$ cat src/sha256_stream_hasher_core_defines.svh
// assertion helpers used by the hasher back end
`ifndef SHA256_STREAM_HASHER_CORE_DEFINES_SVH
`define SHA256_STREAM_HASHER_CORE_DEFINES_SVH

`define SHA_ASSERT_IMP(label, clk, rst_n, ante, cons) \
  label: assert property (@(posedge clk) disable iff (!rst_n) (ante) |-> (cons)) \
    else $error("assertion failed");

`define SHA_ASSERT_NXT(label, clk, rst_n, ante, cons) \
  label: assert property (@(posedge clk) disable iff (!rst_n) (ante) |=> (cons)) \
    else $error("assertion failed");

`endif

$ cat src/sha_pkg.sv
package sha_pkg;

  typedef enum logic [1:0] {
    FE_IDLE,
    FE_PAD,
    FE_WAIT
  } fe_state_t;

  typedef enum logic [1:0] {
    BE_IDLE,
    BE_ROUND,
    BE_ADD,
    BE_EMIT
  } be_state_t;

  // one queued block job for the back end
  typedef struct packed {
    logic [511:0] block;
    logic         final_blk;
  } job_t;

  localparam logic [31:0] K_TAB [64] = '{
    32'h428a2f98, 32'h71374491, 32'hb5c0fbcf, 32'he9b5dba5, 32'h3956c25b, 32'h59f111f1,
    32'h923f82a4, 32'hab1c5ed5, 32'hd807aa98, 32'h12835b01, 32'h243185be, 32'h550c7dc3,
    32'h72be5d74, 32'h80deb1fe, 32'h9bdc06a7, 32'hc19bf174, 32'he49b69c1, 32'hefbe4786,
    32'h0fc19dc6, 32'h240ca1cc, 32'h2de92c6f, 32'h4a7484aa, 32'h5cb0a9dc, 32'h76f988da,
    32'h983e5152, 32'ha831c66d, 32'hb00327c8, 32'hbf597fc7, 32'hc6e00bf3, 32'hd5a79147,
    32'h06ca6351, 32'h14292967, 32'h27b70a85, 32'h2e1b2138, 32'h4d2c6dfc, 32'h53380d13,
    32'h650a7354, 32'h766a0abb, 32'h81c2c92e, 32'h92722c85, 32'ha2bfe8a1, 32'ha81a664b,
    32'hc24b8b70, 32'hc76c51a3, 32'hd192e819, 32'hd6990624, 32'hf40e3585, 32'h106aa070,
    32'h19a4c116, 32'h1e376c08, 32'h2748774c, 32'h34b0bcb5, 32'h391c0cb3, 32'h4ed8aa4a,
    32'h5b9cca4f, 32'h682e6ff3, 32'h748f82ee, 32'h78a5636f, 32'h84c87814, 32'h8cc70208,
    32'h90befffa, 32'ha4506ceb, 32'hbef9a3f7, 32'hc67178f2
  };

  localparam logic [255:0] H_INIT = {
    32'h6a09e667, 32'hbb67ae85, 32'h3c6ef372, 32'ha54ff53a,
    32'h510e527f, 32'h9b05688c, 32'h1f83d9ab, 32'h5be0cd19
  };

  localparam logic [7:0] PAD_BYTE = 8'h80;
  localparam logic [5:0] LEN_OFFSET = 6'd56;
  localparam logic       CMD_FEED = 1'b0;
  localparam logic       CMD_FINISH = 1'b1;

endpackage

$ cat src/sha_front.sv
module sha_front (
  input  logic              clk,
  input  logic              rst_n,
  input  logic              in_valid,
  output logic              in_ready,
  input  logic              in_cmd,
  input  logic [7:0]        in_byte,
  output logic              job_valid,
  input  logic              job_ready,
  output sha_pkg::job_t     job,
  input  logic              digest_done
);

  sha_pkg::fe_state_t state_r, state_nxt;
  logic [511:0] blk_r, blk_nxt;
  logic [5:0]   fill_r, fill_nxt;
  logic [60:0]  len_r, len_nxt;
  logic         jv_r, jv_nxt;
  logic         jf_r, jf_nxt;
  logic [511:0] jblk_r, jblk_nxt;
  logic [7:0]   pbyte;
  logic [63:0]  bits;

  assign bits = {len_r, 3'b000};
  assign in_ready = (state_r == sha_pkg::FE_IDLE) && !jv_r;
  assign job_valid = jv_r;
  assign job.block = jblk_r;
  assign job.final_blk = jf_r;

  always_ff @(posedge clk) begin
    if (!rst_n) begin
      state_r <= sha_pkg::FE_IDLE;
      fill_r <= '0;
      len_r <= '0;
      jv_r <= 1'b0;
      jf_r <= 1'b0;
    end else begin
      state_r <= state_nxt;
      fill_r <= fill_nxt;
      len_r <= len_nxt;
      jv_r <= jv_nxt;
      jf_r <= jf_nxt;
    end
    blk_r <= blk_nxt;
    jblk_r <= jblk_nxt;
  end

  always_comb begin
    state_nxt = state_r;
    blk_nxt = blk_r;
    fill_nxt = fill_r;
    len_nxt = len_r;
    jv_nxt = jv_r;
    jf_nxt = jf_r;
    jblk_nxt = jblk_r;
    pbyte = 8'h00;
    if (jv_r && job_ready) jv_nxt = 1'b0;
    case (state_r)
      sha_pkg::FE_IDLE: begin
        if (in_valid && in_ready) begin
          if (in_cmd == sha_pkg::CMD_FEED) begin
            pbyte = in_byte;
            len_nxt = len_r + 61'd1;
          end else begin
            pbyte = sha_pkg::PAD_BYTE;
            state_nxt = sha_pkg::FE_PAD;
          end
          blk_nxt[511 - {fill_r, 3'b000} -: 8] = pbyte;
          fill_nxt = fill_r + 6'd1;
          if (fill_r == 6'd63) begin
            jv_nxt = 1'b1;
            jf_nxt = 1'b0;
            jblk_nxt = blk_nxt;
          end
        end
      end
      sha_pkg::FE_PAD: begin
        // zero fill then length, one byte a cycle, while the queue slot is free
        if (!jv_r) begin
          if (fill_r == sha_pkg::LEN_OFFSET) begin
            blk_nxt[63:0] = bits;
            fill_nxt = '0;
            jv_nxt = 1'b1;
            jf_nxt = 1'b1;
            jblk_nxt = {blk_r[511:64], bits};
            state_nxt = sha_pkg::FE_WAIT;
          end else begin
            blk_nxt[511 - {fill_r, 3'b000} -: 8] = 8'h00;
            fill_nxt = fill_r + 6'd1;
            if (fill_r == 6'd63) begin
              jv_nxt = 1'b1;
              jf_nxt = 1'b0;
              jblk_nxt = blk_nxt;
            end
          end
        end
      end
      sha_pkg::FE_WAIT: begin
        len_nxt = '0;
        if (digest_done) begin
          state_nxt = sha_pkg::FE_IDLE;
        end
      end
      default: state_nxt = sha_pkg::FE_IDLE;
    endcase
  end

endmodule

$ cat src/sha_back.sv
`include "sha256_stream_hasher_core_defines.svh"
module sha_back (
  input  logic              clk,
  input  logic              rst_n,
  input  logic              job_valid,
  output logic              job_ready,
  input  sha_pkg::job_t     job,
  output logic              out_valid,
  input  logic              out_ready,
  output logic [31:0]       out_word,
  output logic [2:0]        out_idx,
  output logic              out_last,
  output logic              digest_done
);

  sha_pkg::be_state_t state_r, state_nxt;
  logic [255:0] h_r, h_nxt;
  logic [255:0] v_r, v_nxt;
  logic [511:0] w_r, w_nxt;
  logic [5:0]   rnd_r, rnd_nxt;
  logic [2:0]   idx_r, idx_nxt;
  logic         fin_r, fin_nxt;
  logic [31:0]  a, b, c, d, e, f, g, hh, t1, t2, s0, s1, wn, w1, w14;
  logic         last_rnd, idle_init;

  assign job_ready = (state_r == sha_pkg::BE_IDLE);
  assign out_valid = (state_r == sha_pkg::BE_EMIT);
  assign out_word = h_r[255 - {idx_r, 5'b00000} -: 32];
  assign out_idx = idx_r;
  assign out_last = (idx_r == 3'd7);
  assign digest_done = out_valid && out_ready && out_last;
  assign last_rnd = (state_r == sha_pkg::BE_ROUND) && (rnd_r == 6'd63);
  assign idle_init = (h_r == sha_pkg::H_INIT) && (state_r == sha_pkg::BE_IDLE);

  assign {a, b, c, d, e, f, g, hh} = v_r;
  assign w1 = w_r[479:448];
  assign w14 = w_r[63:32];
  assign s0 = {w1[6:0], w1[31:7]} ^ {w1[17:0], w1[31:18]} ^ (w1 >> 3);
  assign s1 = {w14[16:0], w14[31:17]} ^ {w14[18:0], w14[31:19]} ^ (w14 >> 10);
  assign wn = w_r[511:480] + s0 + w_r[223:192] + s1;
  assign t1 = hh + ({e[5:0], e[31:6]} ^ {e[10:0], e[31:11]} ^ {e[24:0], e[31:25]})
            + ((e & f) ^ (~e & g)) + sha_pkg::K_TAB[rnd_r] + w_r[511:480];
  assign t2 = ({a[1:0], a[31:2]} ^ {a[12:0], a[31:13]} ^ {a[21:0], a[31:22]})
            + ((a & b) ^ (a & c) ^ (b & c));

  always_ff @(posedge clk) begin
    if (!rst_n) begin
      state_r <= sha_pkg::BE_IDLE;
      h_r <= sha_pkg::H_INIT;
      rnd_r <= '0;
      idx_r <= '0;
      fin_r <= 1'b0;
    end else begin
      state_r <= state_nxt;
      h_r <= h_nxt;
      rnd_r <= rnd_nxt;
      idx_r <= idx_nxt;
      fin_r <= fin_nxt;
    end
    v_r <= v_nxt;
    w_r <= w_nxt;
  end

  always_comb begin
    state_nxt = state_r;
    h_nxt = h_r;
    v_nxt = v_r;
    w_nxt = w_r;
    rnd_nxt = rnd_r;
    idx_nxt = idx_r;
    fin_nxt = fin_r;
    case (state_r)
      sha_pkg::BE_IDLE: begin
        if (job_valid) begin
          w_nxt = job.block;
          v_nxt = h_r;
          fin_nxt = job.final_blk;
          rnd_nxt = '0;
          state_nxt = sha_pkg::BE_ROUND;
        end
      end
      sha_pkg::BE_ROUND: begin
        // one round a cycle, schedule kept as a 16-word sliding window
        v_nxt = {t1 + t2, a, b, c, d + t1, e, f, g};
        w_nxt = {w_r[479:0], wn};
        rnd_nxt = rnd_r + 6'd1;
        if (rnd_r == 6'd63) state_nxt = sha_pkg::BE_ADD;
      end
      sha_pkg::BE_ADD: begin
        for (int i = 0; i < 8; i++) begin
          h_nxt[i*32 +: 32] = h_r[i*32 +: 32] + v_r[i*32 +: 32];
        end
        idx_nxt = '0;
        state_nxt = fin_r ? sha_pkg::BE_EMIT : sha_pkg::BE_IDLE;
      end
      sha_pkg::BE_EMIT: begin
        if (out_ready) begin
          idx_nxt = idx_r + 3'd1;
          if (idx_r == 3'd7) begin
            h_nxt = sha_pkg::H_INIT;
            state_nxt = sha_pkg::BE_IDLE;
          end
        end
      end
      default: state_nxt = sha_pkg::BE_IDLE;
    endcase
  end

  `SHA_ASSERT_IMP(a_emit_ready, clk, rst_n, out_valid, !job_ready)
  `SHA_ASSERT_NXT(a_round_wrap, clk, rst_n, last_rnd, state_r == sha_pkg::BE_ADD)
  `SHA_ASSERT_NXT(a_done_reset, clk, rst_n, digest_done, idle_init)

endmodule

$ cat src/sha256_stream_hasher_core.sv
// rounds: a full block runs 64 rounds, then an add of the working state into the hash
// throughput: 1 byte per cycle while the back end keeps up
// a finish pads one byte a cycle while the job slot is free up to offset 56, then writes the length
// digest: eight words, one per cycle while out_tready is high, after the last block's rounds and add
// reset: synchronous active-low rst_n, hash words back to initial values, counts cleared
module sha256_stream_hasher_core (
  input  logic        clk,
  input  logic        rst_n,
  input  logic        in_tvalid,
  output logic        in_tready,
  input  logic [7:0]  in_tdata,  // data_byte[7:0]
  input  logic        in_tuser,  // cmd
  output logic        out_tvalid,
  input  logic        out_tready,
  output logic [39:0] out_tdata, // digest_word[31:0], word_index[34:32], zero[39:35]
  output logic        out_tlast  // last_word
);

  sha_pkg::job_t job;
  logic job_valid, job_ready, digest_done;
  logic [31:0] word;
  logic [2:0] idx;

  sha_front u_front (
    .clk(clk), .rst_n(rst_n),
    .in_valid(in_tvalid), .in_ready(in_tready),
    .in_cmd(in_tuser), .in_byte(in_tdata),
    .job_valid(job_valid), .job_ready(job_ready), .job(job),
    .digest_done(digest_done)
  );

  sha_back u_back (
    .clk(clk), .rst_n(rst_n),
    .job_valid(job_valid), .job_ready(job_ready), .job(job),
    .out_valid(out_tvalid), .out_ready(out_tready),
    .out_word(word), .out_idx(idx), .out_last(out_tlast),
    .digest_done(digest_done)
  );

  assign out_tdata = {5'b00000, idx, word};

endmodule
$ cat config.mk
export PLATFORM = sky130hd
export DESIGN_NAME = sha256_stream_hasher_core
export DESIGN_NICKNAME = d
export VERILOG_FILES = /design/src/sha_pkg.sv /design/src/sha_front.sv /design/src/sha_back.sv /design/src/sha256_stream_hasher_core.sv
export VERILOG_INCLUDE_DIRS = /design/src /design/src/src
export SDC_FILE = /design/constraint.sdc
export NUM_CORES = 2
export LEC_CHECK = 0
export CORE_MARGIN = 2
export CORE_UTILIZATION = 60
export CTS_CLUSTER_DIAMETER = 60
export DETAILED_ROUTE_END_ITERATION = 10
export DONT_BUFFER_PORTS = 1
export PLACE_DENSITY = 0.76
export SKIP_CTS_REPAIR_TIMING = 1
export SYNTH_ARGS = -nofsm -noshare
export SYNTH_HDL_FRONTEND = slang
export SYNTH_HIERARCHICAL = 1
export SYNTH_SLANG_ARGS = --single-unit
$ cat constraint.sdc
create_clock -name clk -period 73.3 [get_ports clk]
set_input_delay 3.665 -clock clk [delete_from_list [all_inputs] [get_ports clk]]
set_output_delay 3.665 -clock clk [all_outputs]
set_load 0.05 [all_outputs]
Yosys cells after proc, flatten, opt, wreduce, memory -nomap -nowiden
Memory sizes are Yosys's and may differ from the RTL's.
Cells that the tools add are included.
Widths: inputs -> output; s select.
{"block": "totals", "n_memories": 1, "mem_bits_ro": 2048, "output_inout_bits": 43, "register_bits": 2131, "inputBits": 13}
{"name": "(name not given)", "depth": 64, "width": 32, "rd": 1, "rd_clocked_by_memory_dff": 0, "write_ports": 0, "line": "sha_back.sv:42", "rtl": "+ ((e & f) ^ (~e & g)) + sha_pkg::K_TAB[rnd_r] + w_r[511:480];"}
{"block": "classes", "n_mux": 59, "reduce_logical": 22, "addsub": 25, "eq_ne": 22, "shifts": 4, "n_bitwise": 18, "n_lt_le_gt_ge": 1}
{"cell": "$mux 512", "count": 8}
{"cell": "$pmux 512 s2", "count": 3}
{"cell": "$bwmux 512", "count": 2}
{"cell": "$pmux 256 s2", "count": 2}
{"cell": "$mux 256", "count": 3}
{"cell": "$add 32x32->32", "count": 18}
{"cell": "$shift 8x34->519 const A", "count": 1}
{"cell": "$shiftx 8x34->519", "count": 1}
{"cell": "$shiftx 8x34->519 const A", "count": 1}
{"cell": "$mux 448", "count": 1}
{"cell": "$xor 32x32->32", "count": 9}
{"cell": "$shiftx 287x33->32", "count": 1}
{"cell": "$and 32x32->32", "count": 5}
{"cell": "$mux 61", "count": 2}
{"cell": "$pmux 61 s2", "count": 1}
{"cell": "$mux 32", "count": 2}
{"cell": "$mux 64", "count": 1}
{"cell": "$add 61x1->61 const B", "count": 1}
{"cell": "$neg 32->34", "count": 1}
{"cell": "$not 32->32", "count": 1}
{"cell": "$xor 32x22->32", "count": 1}
{"cell": "$xor 32x29->32", "count": 1}
{"cell": "$mux 6", "count": 4}
{"cell": "$mux 8", "count": 3}
{"cell": "other kinds (29)", "count": 78}

Depth between registers and ports, before layout
{"block": "logic_depth", "word_depth": 10, "mapped_depth": 36, "ltp_nobuf": 35}

Modules after synthesis
The synthesis kept the hierarchy.
{"mod": "sha_back", "area_each_um2": 71218.3, "seq_area_each_um2": 28427.3, "instances": 1, "cells_each": 8007}
{"mod": "sha_front", "area_each_um2": 45805.2, "seq_area_each_um2": 32170.9, "instances": 1, "cells_each": 3166}
{"mod": "sha256_stream_hasher_core", "area_each_um2": 41.3, "seq_area_each_um2": 0.0, "instances": 1, "cells_each": 6}

Worst setup path after synthesis
No wires, ideal clock.
{"block": "synth_timing", "kind": "flip-flop to flip-flop", "start": "register u_front.fill_r[0]", "end": "register u_front.jv_r (netlist: u_front/job_valid)", "arrival_time_ps": 39264, "setup_slack_ps": 33850, "n_path_buf": 0, "path_stages_with_launch": 8, "cell_sequence": "dfxtp_1 -> inv_1 -> ha_1 -> nand3b_1 -> nor2_1 -> nand2_1 -> o21ai_0 -> o21a_1"}
{"block": "synth_between", "elab_chain_cells": 5}
{"item": "start: declaration", "line": "sha_front.sv:16", "rtl": "logic [5:0] fill_r, fill_nxt;"}
{"item": "start signal: assignment", "line": "sha_front.sv:39", "rtl": "fill_r <= fill_nxt;"}
{"item": "$eq 6x6->1", "line": "sha_front.sv:70, sha_front.sv:90"}
{"item": "$mux 1", "line": "sha_front.sv:70, sha_front.sv:90"}
{"item": "$mux 1", "line": "sha_front.sv:80", "rtl": "if (fill_r == sha_pkg::LEN_OFFSET) begin"}
{"item": "$mux 1", "line": "sha_front.sv:79", "rtl": "if (!jv_r) begin"}
{"item": "$pmux 1 s2 (*)", "line": "sha_front.sv:58", "rtl": "case (state_r)"}
{"item": "end signal: assignment", "line": "sha_front.sv:41", "rtl": "jv_r <= jv_nxt;"}
{"item": "end: declaration", "line": "sha_front.sv:18", "rtl": "logic jv_r, jv_nxt;"}
Mark *: on every way between the ends. The rest lies on a longest branch, timed or not.
A chain may end at the register's enable or synchronous reset.

Worst setup path after layout
{"block": "layout_timing", "start": "register u_back.rnd_r[0]", "end": "register u_back.v_r[254] (data pin)"}
{"block": "layout_between", "elab_chain_cells": 8}
{"item": "start: declaration", "line": "sha_back.sv:20", "rtl": "logic [5:0] rnd_r, rnd_nxt;"}
{"item": "start signal: assignment", "line": "sha_back.sv:56", "rtl": "rnd_r <= rnd_nxt;"}
{"item": "$not 6->7 (implied by the code)", "line": "sha_back.sv:42"}
{"item": "$mem_v2 64x32"}
{"item": "$mux 32 (implied by the code) (2 in series)", "line": "sha_back.sv:42"}
{"item": "$add 32x32->32 (2 in series)", "line": "sha_back.sv:42"}
{"item": "$add 32x32->32", "line": "sha_back.sv:84", "rtl": "v_nxt = {t1 + t2, a, b, c, d + t1, e, f, g};"}
{"item": "$pmux 256 s2", "line": "sha_back.sv:72", "rtl": "case (state_r)"}
{"item": "named net u_back.v_nxt[254]", "line": "sha_back.sv:18", "rtl": "logic [255:0] v_r, v_nxt;"}
{"item": "end signal: assignment", "line": "sha_back.sv:60", "rtl": "v_r <= v_nxt;"}
{"item": "end: declaration", "line": "sha_back.sv:18"}
The timed path passes the listed nets, and every way through them passes these cells. The select of a mux whose other input is x is not followed.

==> metrics <==
post-synthesis sequential area ratio 0.518; Avg Cell Area, Syn 10.5 um^2; initial antenna violation count 18; grt ovf 0; Area Growth Syn to Fin 8.76%; Yosys Warn Count 6; H-tree depth 4; Rel. slew slack 0.0764; r2r worst-path depth 30; kind of critical path reg -> reg; Chip Height 446 um; Synth Cell Area 117000 um^2; Largest stage delay, worst path 0.77 ns; remaining antenna violation count 0; CTS buffer count 221; slowest CP cell ha_1; Post-synth EDFFs 1792; cell mode on critical path ha_1; Final Util 0.655; Synth top area share 0.460; vias in the first global route 84368; max_cap viols 0; area of the die 199000 um^2; Netlist cell types 92; largest net degree at the start of global routing 182; Peak VDD IR 0.0245 mV; Min-Delay Path Class reg -> reg; max-slew violations 0; Critical Path Source Type flop; vias 88414; share of flip-flops with an asynchronous set or reset 0; port bufs 0; Starting DRT DRC Count 11014; fmax 102 MHz; Final min period between 9 and 10 ns; largest area contributor in the netlist edfxtp_1; Setup TNS Final 0 ns; Syn Inst Count 11179; hold path depth 2; RePlAce Congestion ~1; Seq. cell area 60600 um^2; worst-path maximum fanout 30; clock buffer depth 3; Critical Path AT 10.33 ns; Final Hold Viols 0; DRC viols 0; DRT Pass-1 Iters 6; Via density 6.45; nets 11594; Pwr Total 2.66 mW; share of cells above drive strength 1 0.107; IO Pins 56; first-pass GRT wire length roughly 560000 um; total wire length 383000 um; core footprint 194000 um^2; RSZ-0062 raised after global routing no; top cells by area, synth edfxtp_1 46%, nand2_1 8.7%, dfxtp_1 5.8%; placed cells 13297; Most used DFF post-synth edfxtp_1; Clk Latency, worst-skew pair 0.89 ns; clk_skew between 0.08 and 0.09 ns; Clock Root Buffer clkbuf_16; Synth Register Bits 2131; Starting Density 0.602; clk sinks between 2000 and 2500; footprint of the multi-input gates about 53000 um^2; WHS about 0.48 ns; worst slew pin tran 1.37 ns; Static Leak 48.5 nW; fill count 14742; post-DP HPWL 269000 um; Rows about 160; WP data required ~74 ns; PD cells 20.9 nW/um^2; Tcrit/Tclk final 0.133; Reg clk slew, reported paths about 0.060 ns; Final setup viols 0; DR WL/cell 27.9 um; die span in x 446 um; Non-Filler Instances 13716; crit path capture type flop; GRT Overall Usage 0.378; status completed; CTS tree built
path summary, 6_finish.rpt:
check | end | startpoint | slack [ns]
worst min-delay path | u_back/w_r[359] | u_front/jblk_r[359] | 0.48
worst min register to register | u_back/w_r[359] | u_front/jblk_r[359] | 0.48
worst max-delay path | u_back/v_r[254] | u_back/rnd_r[0] | 63.53
worst max register to register | u_back/v_r[254] | u_back/rnd_r[0] | 63.53
layer usage:
metal	up-vias	part of all wire	GRT usage	wire, um
met5	-	0.00024	0	92
met4	14	0.070	0.229	26900
met3	1031	0.094	0.0735	36100
met2	4808	0.46	0.592	175000
met1	43152	0.38	0.488	145000
li1	39409	-	-	-
sequential cells by signal, summed over array words and instances (netlist names):
name               flops
u_back/rnd_r           6
u_front/jf_r           1
u_front/state_r        2
u_front/fill_r         6
u_back/v_r           256
u_back/fin_r           1
u_front/jblk_r       512
u_back/w_r           512
u_front/blk_r        512
u_back/h_r           256
u_front/job_valid      1
u_back/state_r         2
u_back/out_idx         3
u_front/len_r         61
area by class of cell:
type                            count  share of cell area
Clock buffer                      276              0.0476
Antenna cell                        5           0.0000983
Tap cell                         2542              0.0250
Sequential cell                  2131               0.476
Inverter                          444              0.0132
Clock inverter                    138              0.0144
Multi-Input combinational cell   8026               0.414
Timing Repair Buffer              154             0.00947
cells in the mapped netlist, types with 172 or more instances:
| cell type | number |
|---|---|
| fa_1 | 196 |
| dfxtp_1 | 339 |
| a21oi_1 | 459 |
| edfxtp_1 | 1792 |
| o21ai_0 | 777 |
| ha_1 | 407 |
| a21o_1 | 176 |
| mux2_2 | 541 |
| nor2_1 | 534 |
| xor2_1 | 257 |
| nand3_1 | 172 |
| xnor2_1 | 330 |
| clkbuf_1 | 514 |
| inv_1 | 440 |
| nand2_1 | 2702 |
cell families after synthesis:
kind of cell / share of synthesized area
flip-flops: 0.518
adder cells (fa/ha/maj): 0.0772
multiplexers: 0.0681
XOR/XNOR: 0.0439
other: 0.0000320
AND/OR/NAND/NOR: 0.142
AO/OA/AOI/OAI: 0.118
buffers and inverters: 0.0333
report_power, final:
| part | internal [mW] | switching (mW) |
|---|---|---|
| Clock | 0.715 | 0.497 |
| Sequential | 1.35 | 0.0117 |
| Combinational | 0.0310 | 0.0551 |
| Total | 2.09 | 0.564 |
metrics by stage:
stage / setup WS (ns) / area (um^2)
finish: 63.53 / 127000
global route: 62.73 / 127000
CTS: 63.50 / 127000
detailed placement: 63.54 / 119000
global placement: 63.47 / 119000
floorplan: 33.85 / 117000
critical path, delay by kind of cell (launching register included):
family                     cells  cell delay [ns]
muxes                          2             0.86
DFF                            1             0.31
xor gates and xnor gates       1             0.37
adders and majority gates      6             3.01
AOI/OAI and AO/OA             14             3.10
buffers and inverters          5             1.53
and+or+nand+nor                2             0.31
placed cells by master, fill, tap and decap left out, drive strengths merged, types with 65 or more instances in the layout:
master  instances
edfxtp       1792
nand3         173
inv           449
mux2          541
xnor2         330
nor2          534
xor2          257
mux4           72
o21ai         784
buf           154
ha            407
nand2        2703
fa            196
nand2b         69
a21o          179
o31ai         148
nor3          130
o21a           65
a21oi         459
clkbuf        276
dfxtp         339
clkinv         93
Note: power is estimated with default switching activity, not from simulation.
